`config.mk`:
```
export PLATFORM = sky130hd
export DESIGN_NAME = target_holiday_dates_flat
export DESIGN_NICKNAME = d
export VERILOG_FILES = /design/src/design/thd_pkg.sv /design/src/design/thd_ifs.sv /design/src/design/thd_front.sv /design/src/design/thd_queue.sv /design/src/design/thd_back.sv /design/src/design/target_holiday_dates.sv /design/src/flat_wrapper.sv
export SDC_FILE = /design/constraint.sdc
export NUM_CORES = 2
export LEC_CHECK = 0
export CORE_MARGIN = 2
export CORE_UTILIZATION = 45
export CTS_CLUSTER_DIAMETER = 40
export DETAILED_ROUTE_END_ITERATION = 12
export DONT_BUFFER_PORTS = 1
export PLACE_DENSITY = 0.65
export SLEW_MARGIN = 25
export SYNTH_ARGS = -nofsm -noshare
export SYNTH_HDL_FRONTEND = slang
export SYNTH_SLANG_ARGS = --single-unit
```
`constraint.sdc`:
```
create_clock -name clk -period 19.5 [get_ports clk]
set_clock_uncertainty 0.1 [all_clocks]
set_input_delay 3.9 -clock clk [delete_from_list [all_inputs] [get_ports clk]]
set_output_delay 3.9 -clock clk [all_outputs]
set_load 0.05 [all_outputs]
```
`src/design/thd_pkg.sv`:
```
`timescale 1ns / 1ps
// Shared widths, holiday codes, months and the queue record of the holiday date block.
package thd_pkg;

	localparam int YEAR_W  = 14;
	localparam int MONTH_W = 4;
	localparam int DAY_W   = 5;
	localparam int KIND_W  = 3;
	localparam int NKIND   = 6;

	localparam logic [KIND_W-1:0] KIND_NEW_YEAR    = 3'd0;
	localparam logic [KIND_W-1:0] KIND_GOOD_FRIDAY = 3'd1;
	localparam logic [KIND_W-1:0] KIND_EASTER_MON  = 3'd2;
	localparam logic [KIND_W-1:0] KIND_LABOUR_DAY  = 3'd3;
	localparam logic [KIND_W-1:0] KIND_CHRISTMAS   = 3'd4;
	localparam logic [KIND_W-1:0] KIND_BOXING_DAY  = 3'd5;

	localparam logic [MONTH_W-1:0] MONTH_JAN = 4'd1;
	localparam logic [MONTH_W-1:0] MONTH_MAR = 4'd3;
	localparam logic [MONTH_W-1:0] MONTH_APR = 4'd4;
	localparam logic [MONTH_W-1:0] MONTH_MAY = 4'd5;
	localparam logic [MONTH_W-1:0] MONTH_DEC = 4'd12;

	localparam int QDEPTH = 4;
	localparam int QPTR_W = $clog2(QDEPTH);
	localparam int QCNT_W = $clog2(QDEPTH + 1);

	// One classified year: both Easter dates and the set of holidays to emit.
	typedef struct packed {
		logic [YEAR_W-1:0]  year;
		logic [MONTH_W-1:0] gf_month;
		logic [DAY_W-1:0]   gf_day;
		logic [MONTH_W-1:0] em_month;
		logic [DAY_W-1:0]   em_day;
		logic [NKIND-1:0]   mask;
	} thd_rec_t;

endpackage

```
`src/design/thd_ifs.sv`:
```
`timescale 1ns / 1ps
// Handshake channels for the year input and the holiday output.
interface thd_year_if;
	logic                       valid;
	logic                       ready;
	logic [thd_pkg::YEAR_W-1:0] year;

	modport source (output valid, output year, input ready);
	modport sink (input valid, input year, output ready);
endinterface

interface thd_hol_if;
	logic                        valid;
	logic                        ready;
	logic [thd_pkg::YEAR_W-1:0]  holiday_year;
	logic [thd_pkg::MONTH_W-1:0] holiday_month;
	logic [thd_pkg::DAY_W-1:0]   holiday_day;
	logic [thd_pkg::KIND_W-1:0]  holiday_kind;
	logic                        last_of_year;

	modport source (output valid, output holiday_year, output holiday_month,
		output holiday_day, output holiday_kind, output last_of_year, input ready);
	modport sink (input valid, input holiday_year, input holiday_month,
		input holiday_day, input holiday_kind, input last_of_year, output ready);
endinterface

```
`src/design/thd_front.sv`:
```
`timescale 1ns / 1ps
// Nine-stage pipeline: computus and weekday checks, one classified year record out.
module thd_front (
	input  logic              clk,
	input  logic              arst_n,
	thd_year_if.sink          years,
	output thd_pkg::thd_rec_t rec,
	output logic              rec_valid,
	input  logic              rec_ready
);
	import thd_pkg::*;

	logic adv;
	logic vld_s1, vld_s2, vld_s3, vld_s4, vld_s5, vld_s6, vld_s7, vld_s8, vld_s9;

	// stage registers
	logic [YEAR_W-1:0] y_s1, y_s2, y_s3, y_s4, y_s5, y_s6, y_s7, y_s8, y_s9;
	logic [7:0]  b_s2, b_s3, b_s4;
	logic [9:0]  q19_s2;
	logic [14:0] yj_s2, ym_s2;
	logic [7:0]  pj_s2, pm_s2;
	logic [4:0]  a_s3, a_s4, a_s5, a_s6, a_s7, a_s8;
	logic [6:0]  c_s3;
	logic [2:0]  f_s3;
	logic [14:0] xj_s3, xm_s3, x25_s3, x26_s3;
	logic [14:0] xj_s4, xm_s4, x25_s4, x26_s4;
	logic [11:0] qj_s4, qm_s4, q25_s4, q26_s4;
	logic [5:0]  d_s4, g_s4;
	logic [1:0]  e_s4, e_s5, e_s6, e_s7;
	logic [4:0]  i_s4, i_s5, i_s6, i_s7;
	logic [1:0]  k_s4, k_s5, k_s6, k_s7;
	logic [9:0]  t_s5, t_s6;
	logic [4:0]  qh_s6;
	logic [4:0]  h_s7, h_s8;
	logic [6:0]  x_s8;
	logic [3:0]  ql_s8;
	logic [7:0]  s_s9;
	logic [3:0]  wk_s5, wk_s6, wk_s7, wk_s8, wk_s9;

	// stage 1 logic
	logic [26:0] b_prod, pj_prod, pm_prod;
	logic [29:0] q19_prod;
	logic [14:0] yj_w, ym_w;
	// stage 2 logic
	logic [6:0]  c_w;
	logic [4:0]  a_w;
	logic [13:0] f_prod;
	logic [15:0] basej, basem;
	// stage 3 logic
	logic [7:0]  gsum;
	logic [15:0] g_prod;
	logic [29:0] qj_prod, qm_prod, q25_prod, q26_prod;
	// stage 4 logic
	logic [10:0] t_w;
	logic [2:0]  wj, wm, w25, w26;
	logic [3:0]  wk_w;
	// stage 5..8 logic
	logic [19:0] qh_prod;
	logic [4:0]  h_w;
	logic [7:0]  xs_w;
	logic [13:0] ql_prod;
	logic [2:0]  l_w;
	logic [8:0]  sm_w;
	logic        m_w;
	logic [7:0]  s_w;
	// stage 9 logic
	logic        em4;
	logic [3:0]  em_mon;
	logic [4:0]  ed;

	function automatic logic is_workday(input logic [2:0] w);
		return (w != 3'd0) && (w != 3'd6);
	endfunction

	assign adv = !vld_s9 || rec_ready;
	assign years.ready = adv;
	assign rec_valid = vld_s9;

	// y/100 and y/19 by reciprocal; weekday years are y+399 (January) and y+400
	assign b_prod   = 27'(y_s1) * 27'd5243;
	assign q19_prod = 30'(y_s1) * 30'd55189;
	assign yj_w     = 15'(y_s1) + 15'd399;
	assign ym_w     = 15'(y_s1) + 15'd400;
	assign pj_prod  = 27'(yj_w) * 27'd5243;
	assign pm_prod  = 27'(ym_w) * 27'd5243;

	assign c_w    = 7'(y_s2 - 14'(b_s2) * 14'd100);
	assign a_w    = 5'(y_s2 - 14'(q19_s2) * 14'd19);
	assign f_prod = (14'(b_s2) + 14'd8) * 14'd41;
	assign basej  = 16'(yj_s2) + 16'(yj_s2[14:2]) - 16'(pj_s2) + 16'(pj_s2[7:2]);
	assign basem  = 16'(ym_s2) + 16'(ym_s2[14:2]) - 16'(pm_s2) + 16'(pm_s2[7:2]);

	assign gsum     = b_s3 - 8'(f_s3) + 8'd1;
	assign g_prod   = 16'(gsum) * 16'd171;
	assign qj_prod  = 30'(xj_s3) * 30'd37450;
	assign qm_prod  = 30'(xm_s3) * 30'd37450;
	assign q25_prod = 30'(x25_s3) * 30'd37450;
	assign q26_prod = 30'(x26_s3) * 30'd37450;

	assign t_w  = 11'(a_s4) * 11'd19 + 11'(b_s4) - 11'(d_s4) - 11'(g_s4) + 11'd15;
	assign wj   = 3'(xj_s4 - 15'(qj_s4) * 15'd7);
	assign wm   = 3'(xm_s4 - 15'(qm_s4) * 15'd7);
	assign w25  = 3'(x25_s4 - 15'(q25_s4) * 15'd7);
	assign w26  = 3'(x26_s4 - 15'(q26_s4) * 15'd7);
	assign wk_w = {is_workday(w26), is_workday(w25), is_workday(wm), is_workday(wj)};

	assign qh_prod = 20'(t_s5) * 20'd547;
	assign h_w     = 5'(t_s6 - 10'(qh_s6) * 10'd30);
	assign xs_w    = 8'd32 + 8'(e_s7) * 8'd2 + 8'(i_s7) * 8'd2 - 8'(h_s7) - 8'(k_s7);
	assign ql_prod = 14'(xs_w[6:0]) * 14'd147;
	assign l_w     = 3'(x_s8 - 7'(ql_s8) * 7'd7);
	assign sm_w    = 9'(a_s8) + 9'(h_s8) * 9'd11 + 9'(l_w) * 9'd22;
	assign m_w     = sm_w >= 9'd451;
	assign s_w     = 8'(h_s8) + 8'(l_w) + 8'd114 - (m_w ? 8'd7 : 8'd0);

	// Easter falls in April once s reaches 124
	assign em4    = s_s9 >= 8'd124;
	assign em_mon = em4 ? MONTH_APR : MONTH_MAR;
	assign ed     = 5'(s_s9 - (em4 ? 8'd123 : 8'd92));

	always_comb begin
		rec.year = y_s9;
		if (ed > 5'd2) begin
			rec.gf_month = em_mon;
			rec.gf_day   = ed - 5'd2;
		end else begin
			// borrow from March
			rec.gf_month = em_mon - 4'd1;
			rec.gf_day   = ed + 5'd29;
		end
		if (!em4 && ed == 5'd31) begin
			rec.em_month = MONTH_APR;
			rec.em_day   = 5'd1;
		end else begin
			rec.em_month = em_mon;
			rec.em_day   = ed + 5'd1;
		end
		rec.mask = '0;
		rec.mask[KIND_NEW_YEAR]    = wk_s9[0];
		rec.mask[KIND_GOOD_FRIDAY] = 1'b1;
		rec.mask[KIND_EASTER_MON]  = 1'b1;
		rec.mask[KIND_LABOUR_DAY]  = wk_s9[1];
		rec.mask[KIND_CHRISTMAS]   = wk_s9[2];
		rec.mask[KIND_BOXING_DAY]  = wk_s9[3];
	end

	always_ff @(posedge clk or negedge arst_n) begin
		if (!arst_n) begin
			vld_s1 <= 1'b0;
			vld_s2 <= 1'b0;
			vld_s3 <= 1'b0;
			vld_s4 <= 1'b0;
			vld_s5 <= 1'b0;
			vld_s6 <= 1'b0;
			vld_s7 <= 1'b0;
			vld_s8 <= 1'b0;
			vld_s9 <= 1'b0;
		end else if (adv) begin
			vld_s1 <= years.valid;
			vld_s2 <= vld_s1;
			vld_s3 <= vld_s2;
			vld_s4 <= vld_s3;
			vld_s5 <= vld_s4;
			vld_s6 <= vld_s5;
			vld_s7 <= vld_s6;
			vld_s8 <= vld_s7;
			vld_s9 <= vld_s8;
		end
	end

	always_ff @(posedge clk) begin
		if (adv) begin
			y_s1 <= years.year;

			y_s2   <= y_s1;
			b_s2   <= b_prod[26:19];
			q19_s2 <= q19_prod[29:20];
			yj_s2  <= yj_w;
			ym_s2  <= ym_w;
			pj_s2  <= pj_prod[26:19];
			pm_s2  <= pm_prod[26:19];

			y_s3   <= y_s2;
			a_s3   <= a_w;
			b_s3   <= b_s2;
			c_s3   <= c_w;
			f_s3   <= f_prod[12:10];
			xj_s3  <= 15'(basej + 16'd1);
			xm_s3  <= 15'(basem + 16'd1);
			x25_s3 <= 15'(basem + 16'd29);
			x26_s3 <= 15'(basem + 16'd30);

			y_s4   <= y_s3;
			a_s4   <= a_s3;
			b_s4   <= b_s3;
			d_s4   <= b_s3[7:2];
			e_s4   <= b_s3[1:0];
			g_s4   <= g_prod[14:9];
			i_s4   <= c_s3[6:2];
			k_s4   <= c_s3[1:0];
			xj_s4  <= xj_s3;
			xm_s4  <= xm_s3;
			x25_s4 <= x25_s3;
			x26_s4 <= x26_s3;
			qj_s4  <= qj_prod[29:18];
			qm_s4  <= qm_prod[29:18];
			q25_s4 <= q25_prod[29:18];
			q26_s4 <= q26_prod[29:18];

			y_s5  <= y_s4;
			a_s5  <= a_s4;
			e_s5  <= e_s4;
			i_s5  <= i_s4;
			k_s5  <= k_s4;
			t_s5  <= t_w[9:0];
			wk_s5 <= wk_w;

			y_s6  <= y_s5;
			a_s6  <= a_s5;
			e_s6  <= e_s5;
			i_s6  <= i_s5;
			k_s6  <= k_s5;
			t_s6  <= t_s5;
			qh_s6 <= qh_prod[18:14];
			wk_s6 <= wk_s5;

			y_s7  <= y_s6;
			a_s7  <= a_s6;
			e_s7  <= e_s6;
			i_s7  <= i_s6;
			k_s7  <= k_s6;
			h_s7  <= h_w;
			wk_s7 <= wk_s6;

			y_s8  <= y_s7;
			a_s8  <= a_s7;
			h_s8  <= h_s7;
			x_s8  <= xs_w[6:0];
			ql_s8 <= ql_prod[13:10];
			wk_s8 <= wk_s7;

			y_s9  <= y_s8;
			s_s9  <= s_w;
			wk_s9 <= wk_s8;
		end
	end

endmodule

```
`src/design/thd_queue.sv`:
```
`timescale 1ns / 1ps
// Short queue of classified year records between the front pipeline and the emitter.
module thd_queue (
	input  logic              clk,
	input  logic              arst_n,
	input  logic              push,
	input  thd_pkg::thd_rec_t push_rec,
	output logic              push_ready,
	input  logic              pop,
	output thd_pkg::thd_rec_t head,
	output logic              head_valid
);
	import thd_pkg::*;

	thd_rec_t          slot_q [QDEPTH];
	logic [QPTR_W-1:0] wr_q, rd_q;
	logic [QCNT_W-1:0] cnt_q;

	assign push_ready = cnt_q != QCNT_W'(QDEPTH);
	assign head_valid = cnt_q != '0;
	assign head       = slot_q[rd_q];

	always_ff @(posedge clk) begin
		if (push) begin
			slot_q[wr_q] <= push_rec;
		end
	end

	always_ff @(posedge clk or negedge arst_n) begin
		if (!arst_n) begin
			wr_q  <= '0;
			rd_q  <= '0;
			cnt_q <= '0;
		end else begin
			if (push) begin
				wr_q <= wr_q + 1'b1;
			end
			if (pop) begin
				rd_q <= rd_q + 1'b1;
			end
			if (push && !pop) begin
				cnt_q <= cnt_q + 1'b1;
			end else if (pop && !push) begin
				cnt_q <= cnt_q - 1'b1;
			end
		end
	end

endmodule

```
`src/design/thd_back.sv`:
```
`timescale 1ns / 1ps
// Emitter: walks the head record's holiday set, one word per cycle into the output register while the output is ready.
module thd_back (
	input  logic              clk,
	input  logic              arst_n,
	input  thd_pkg::thd_rec_t head,
	input  logic              head_valid,
	output logic              pop,
	thd_hol_if.source         holidays
);
	import thd_pkg::*;

	logic [NKIND-1:0]   done_q;
	logic               ovld_q;
	logic [YEAR_W-1:0]  year_q;
	logic [MONTH_W-1:0] month_q;
	logic [DAY_W-1:0]   day_q;
	logic [KIND_W-1:0]  kind_q;
	logic               last_q;

	logic [NKIND-1:0]   pending, sel, rest;
	logic [KIND_W-1:0]  sel_kind;
	logic [MONTH_W-1:0] sel_month;
	logic [DAY_W-1:0]   sel_day;
	logic               load, emit, is_last;

	assign load    = !ovld_q || holidays.ready;
	assign emit    = load && head_valid;
	assign pending = head.mask & ~done_q;

	// take the earliest remaining holiday
	always_comb begin
		sel_kind = KIND_NEW_YEAR;
		for (int j = NKIND - 1; j >= 0; j--) begin
			if (pending[j]) begin
				sel_kind = KIND_W'(j);
			end
		end
	end

	assign sel     = NKIND'(1) << sel_kind;
	assign rest    = pending & ~sel;
	assign is_last = rest == '0;
	assign pop     = emit && is_last;

	always_comb begin
		case (sel_kind)
			KIND_NEW_YEAR: begin
				sel_month = MONTH_JAN;
				sel_day   = 5'd1;
			end
			KIND_GOOD_FRIDAY: begin
				sel_month = head.gf_month;
				sel_day   = head.gf_day;
			end
			KIND_EASTER_MON: begin
				sel_month = head.em_month;
				sel_day   = head.em_day;
			end
			KIND_LABOUR_DAY: begin
				sel_month = MONTH_MAY;
				sel_day   = 5'd1;
			end
			KIND_CHRISTMAS: begin
				sel_month = MONTH_DEC;
				sel_day   = 5'd25;
			end
			KIND_BOXING_DAY: begin
				sel_month = MONTH_DEC;
				sel_day   = 5'd26;
			end
			default: begin
				sel_month = MONTH_JAN;
				sel_day   = 5'd1;
			end
		endcase
	end

	assign holidays.valid         = ovld_q;
	assign holidays.holiday_year  = year_q;
	assign holidays.holiday_month = month_q;
	assign holidays.holiday_day   = day_q;
	assign holidays.holiday_kind  = kind_q;
	assign holidays.last_of_year  = last_q;

	always_ff @(posedge clk or negedge arst_n) begin
		if (!arst_n) begin
			ovld_q <= 1'b0;
			done_q <= '0;
		end else begin
			if (load) begin
				ovld_q <= head_valid;
			end
			if (pop) begin
				done_q <= '0;
			end else if (emit) begin
				done_q <= done_q | sel;
			end
		end
	end

	always_ff @(posedge clk) begin
		if (emit) begin
			year_q  <= head.year;
			month_q <= sel_month;
			day_q   <= sel_day;
			kind_q  <= sel_kind;
			last_q  <= is_last;
		end
	end

endmodule

```
`src/design/target_holiday_dates.sv`:
```
`timescale 1ns / 1ps
// Top level of the holiday date block: front pipeline, record queue and emitter.
//
// Each year word yields two to six holiday words in date order, the last one
// flagged with last_of_year. The output port sets the pace: one holiday word
// leaves per cycle while the output is ready; a year holds the output until
// all its holidays (at most six) have left. Years enter a nine-stage pipeline
// that can take a new year every cycle while the four-entry record queue
// behind it has room, then pass the record queue and the output register.
// Either side may stall without blocking the other until the queue fills.
module target_holiday_dates (
	input logic       clk,
	input logic       arst_n,
	thd_year_if.sink  years,
	thd_hol_if.source holidays
);
	import thd_pkg::*;

	thd_rec_t front_rec, head;
	logic     front_valid, push_ready, head_valid, pop;

	thd_front u_front (
		.clk       (clk),
		.arst_n    (arst_n),
		.years     (years),
		.rec       (front_rec),
		.rec_valid (front_valid),
		.rec_ready (push_ready)
	);

	thd_queue u_queue (
		.clk        (clk),
		.arst_n     (arst_n),
		.push       (front_valid && push_ready),
		.push_rec   (front_rec),
		.push_ready (push_ready),
		.pop        (pop),
		.head       (head),
		.head_valid (head_valid)
	);

	thd_back u_back (
		.clk        (clk),
		.arst_n     (arst_n),
		.head       (head),
		.head_valid (head_valid),
		.pop        (pop),
		.holidays   (holidays)
	);

endmodule
```
`src/flat_wrapper.sv`:
```
// flat-port wrapper written by rule: the top's interface ports become plain ports
module target_holiday_dates_flat import thd_pkg::*;
  (clk, arst_n, years_valid, years_year, years_ready, holidays_valid, holidays_holiday_year, holidays_holiday_month, holidays_holiday_day, holidays_holiday_kind, holidays_last_of_year, holidays_ready);
  thd_year_if years_i ();
  thd_hol_if holidays_i ();
  input logic clk;
  input logic arst_n;
  input wire logic [$bits(years_i.valid)-1:0] years_valid;
  input wire logic [$bits(years_i.year)-1:0] years_year;
  output wire logic [$bits(years_i.ready)-1:0] years_ready;
  output wire logic [$bits(holidays_i.valid)-1:0] holidays_valid;
  output wire logic [$bits(holidays_i.holiday_year)-1:0] holidays_holiday_year;
  output wire logic [$bits(holidays_i.holiday_month)-1:0] holidays_holiday_month;
  output wire logic [$bits(holidays_i.holiday_day)-1:0] holidays_holiday_day;
  output wire logic [$bits(holidays_i.holiday_kind)-1:0] holidays_holiday_kind;
  output wire logic [$bits(holidays_i.last_of_year)-1:0] holidays_last_of_year;
  input wire logic [$bits(holidays_i.ready)-1:0] holidays_ready;
  assign years_i.valid = years_valid;
  assign years_i.year = years_year;
  assign years_ready = years_i.ready;
  assign holidays_valid = holidays_i.valid;
  assign holidays_holiday_year = holidays_i.holiday_year;
  assign holidays_holiday_month = holidays_i.holiday_month;
  assign holidays_holiday_day = holidays_i.holiday_day;
  assign holidays_holiday_kind = holidays_i.holiday_kind;
  assign holidays_last_of_year = holidays_i.last_of_year;
  assign holidays_i.ready = holidays_ready;
  target_holiday_dates u_core (.clk(clk), .arst_n(arst_n), .years(years_i), .holidays(holidays_i));
endmodule
```
==> results.py <==
metrics = {
    "route": {
        "ant_nets": 0,
        "first_pass_iters": 5,
        "drtIter0Drc": 1113,
        "finalWirelength_um": 89700,
        "num_vias": 27900,
        "wl_per_cell_um": 15.7,
        "viasPerCell": 4.88,
        "drc": 0,
    },
    "synthesis": {
        "syn-num-nets": 5534,
        "synth_edf_count": 569,
        "synth-main-ff-cell": "edfxtp_1",
        "async_flop_share_pct": 3.89,
        "synth-seq-cells": 592,
        "synth_top_area_share_pct": 33.7,
        "syn_area_sq_um": 50700,
        "ys_seq_area_share_pct": 34.8,
        "synth_area_leaders": "edfxtp_1, ha_1, fa_1",
        "syn_avg_cell_area_sq_um": 12.5,
        "syn_inst": 4055,
        "ys_types": 74,
        "synth_area_leader_cell": "edfxtp_1",
        "yosys_warnings": 0,
    },
    "sta": {
        "finalHoldViolations": 0,
        "fmax_mhz": 117,
        "final-setup-viol-count": 0,
        "fin_ws_ns": 10.92,
        "min_period_ns": 8.58,
        "maxSlewViolCount": 0,
        "rsz0062_at_grt": "no",
        "tns_ns": 0,
        "slew_headroom_pct": 30.9,
        "tightest_slew_ns": 1.03,
        "period_share_pct": 44.0,
    },
    "setup_path": {
        "arrival_ns": 8.89,
        "endpoint_kind": "register",
        "worstPathRequired_ns": 19.81,
        "cpMostUsedCell": "fa_1",
        "cpMaxStageDelayCell": "xnor2_1",
        "max_stage_delay_ns": 0.55,
        "rr_worst_depth": 31,
        "r2r_end": "u_core.u_front.s_s9[7]",
        "critPathLaunchType": "register",
        "path_max_fanout": 8,
        "r2r_start": "u_core.u_front.ql_s8[0]",
        "criticalPathCategory": "reg2reg",
        "r2r_slack_ns": 10.92,
    },
    "clock_network": {
        "hold_buffers": 0,
        "clockRootBuffer": "clkbuf_16",
        "post_cts_buffers": 0,
        "cts_resized": 0,
        "clk_latency_ns": 0.67,
        "numCtsBuffers": 87,
        "cts_buffer_depth": 3,
        "cts_tree": "yes",
        "h-tree-depth": 3,
        "cts.sinks": 592,
        "clkSlewWorstSetupHoldPaths_ns": 0.06,
    },
    "final_layout": {
        "ff_latch_area_sq_um": 17700,
        "final_area_sq_um": 55800,
        "num-nets-final": 5632,
        "synthToLayoutAreaGrowth_pct": 9.99,
        "final.fill_count": 9808,
        "diodes": 0,
        "final_common_cell": "inv_1",
        "multi_input_area_sq_um": 29300,
        "final_cells": 5724,
        "drive_above_1_share_pct": 5.75,
        "final_cell_mix": "inv_1, ha_1, edfxtp_1",
    },
    "placement": {
        "dp_hpwl_um": 72000,
        "port_buffers": 0,
        "dp.cells": 5564,
        "dpl_worst_slack_ns": 10.87,
        "dpl_cell_area_sq_um": 52700,
        "gp_congestion": 0.874,
    },
    "die": {
        "row_count": 123,
        "die-area_sq_um": 115000,
        "core_sq_um": 112000,
        "die_height_um": 340,
        "start_util_pct": 45.2,
        "ios": 47,
        "die_w_um": 340,
    },
    "grt": {
        "grt_pass1_wl_um": 153000,
        "grt_pass1_vias": 30100,
        "overflow": 0,
        "grt_max_degree": 137,
        "antenna_found_initial": 1,
        "grtUsageTotal_pct": 16.5,
    },
    "flow_run": {
        "drv_cap": 0,
    },
    "hold_path": {
        "hold_depth": 0,
        "hp-class": "reg2reg",
        "holdPathEnd": "u_core.u_front.i_s5[1]",
        "hold_path.startpoint": "u_core.u_front.i_s4[1]",
    },
    "run_status": {
        "status": "finished clean",
    },
}
[cells by family after synthesis]
group	after synthesis	synth area share [%]
AO/OA/AOI/OAI	357	4.55
XOR/XNOR	299	5.23
adder cells (fa/ha/maj)	1461	43.2
buffers and inverters	997	7.39
flip-flops	592	34.8
multiplexers	50	1.82
AND/OR/NAND/NOR	299	2.99
[final cells by class]
cell class / instances / share of cell area [%]
multi-input cells: 2466 / 52.6
flip-flops and latches: 592 / 31.7
inverters: 985 / 6.64
clock buffers: 98 / 3.98
well taps: 1500 / 3.37
clock inverters: 62 / 1.47
repair buffers: 21 / 0.305
[layer usage]
layer	vias up	track usage, %	share of wire (%)
met4	0	4.66	2.5
met5	-	0	0
met1	13700	22.0	46
li1	13700	-	-
met3	148	2.60	3.7
met2	371	27.7	48
[flip-flops by register name, summed over array words and instances, names as in the netlist, 14 cells and up]
signal and flops:
u_core.u_back.holidays.holiday_year 14, u_core.u_front.x26_s3 15, u_core.u_front.xj_s3 15, u_core.u_front.xm_s3 15
u_core.u_front.y_s1 14, u_core.u_front.y_s2 14, u_core.u_front.y_s3 14, u_core.u_front.y_s4 14
u_core.u_front.y_s5 14, u_core.u_front.y_s6 14, u_core.u_front.y_s7 14, u_core.u_front.y_s8 14
u_core.u_front.y_s9 14, u_core.u_front.yj_s2 15, u_core.u_queue.slot_q 132
[how the worst max path moves through the flow]
stage	slack, ns	endpoint	start	cells after the start
after detailed placement	10.87	u_core.u_front.s_s9[7]	u_core.u_front.ql_s8[0]	31
after global routing	10.41	u_core.u_front.s_s9[7]	u_core.u_front.ql_s8[0]	31
final	10.92	u_core.u_front.s_s9[7]	u_core.u_front.ql_s8[0]	31
after CTS	10.85	u_core.u_front.s_s9[7]	u_core.u_front.ql_s8[0]	31
after floorplan	6.48	years_ready	u_core.u_queue.cnt_q[0]	4
after global placement	10.99	u_core.u_front.s_s9[7]	u_core.u_front.ql_s8[0]	31
[cells in the mapped netlist, drive strengths merged, types with 27 or more instances]
library cell,number
edfxtp,569
a21o,60
inv,985
nor2,73
mux4,33
xnor2,228
a21oi,109
o21ai,60
nand2,67
ha,980
xor2,71
nor3,27
fa,481
[metrics by stage]
stage,hold slack (ns),utilization (%)
after floorplan,0.300,-
after global placement,0.301,47.0
after detailed placement,0.305,47.1
after CTS,0.297,49.8
after global routing,0.303,49.8
final,0.304,49.8
[critical path, delay by kind of cell (launching register included)]
| family | cells | cell delay (ns) |
|---|---|---|
| adders and majority gates | 13 | 5.03 |
| and+or+nand+nor | 6 | 1.05 |
| xor gates and xnor gates | 4 | 0.93 |
| AOI/OAI and AO/OA | 4 | 0.59 |
| DFF | 1 | 0.43 |
| buffers and inverters | 4 | 0.20 |
Power is not shown: default switching activity piles up to over one toggle a cycle in this logic, so the estimate is an artifact.
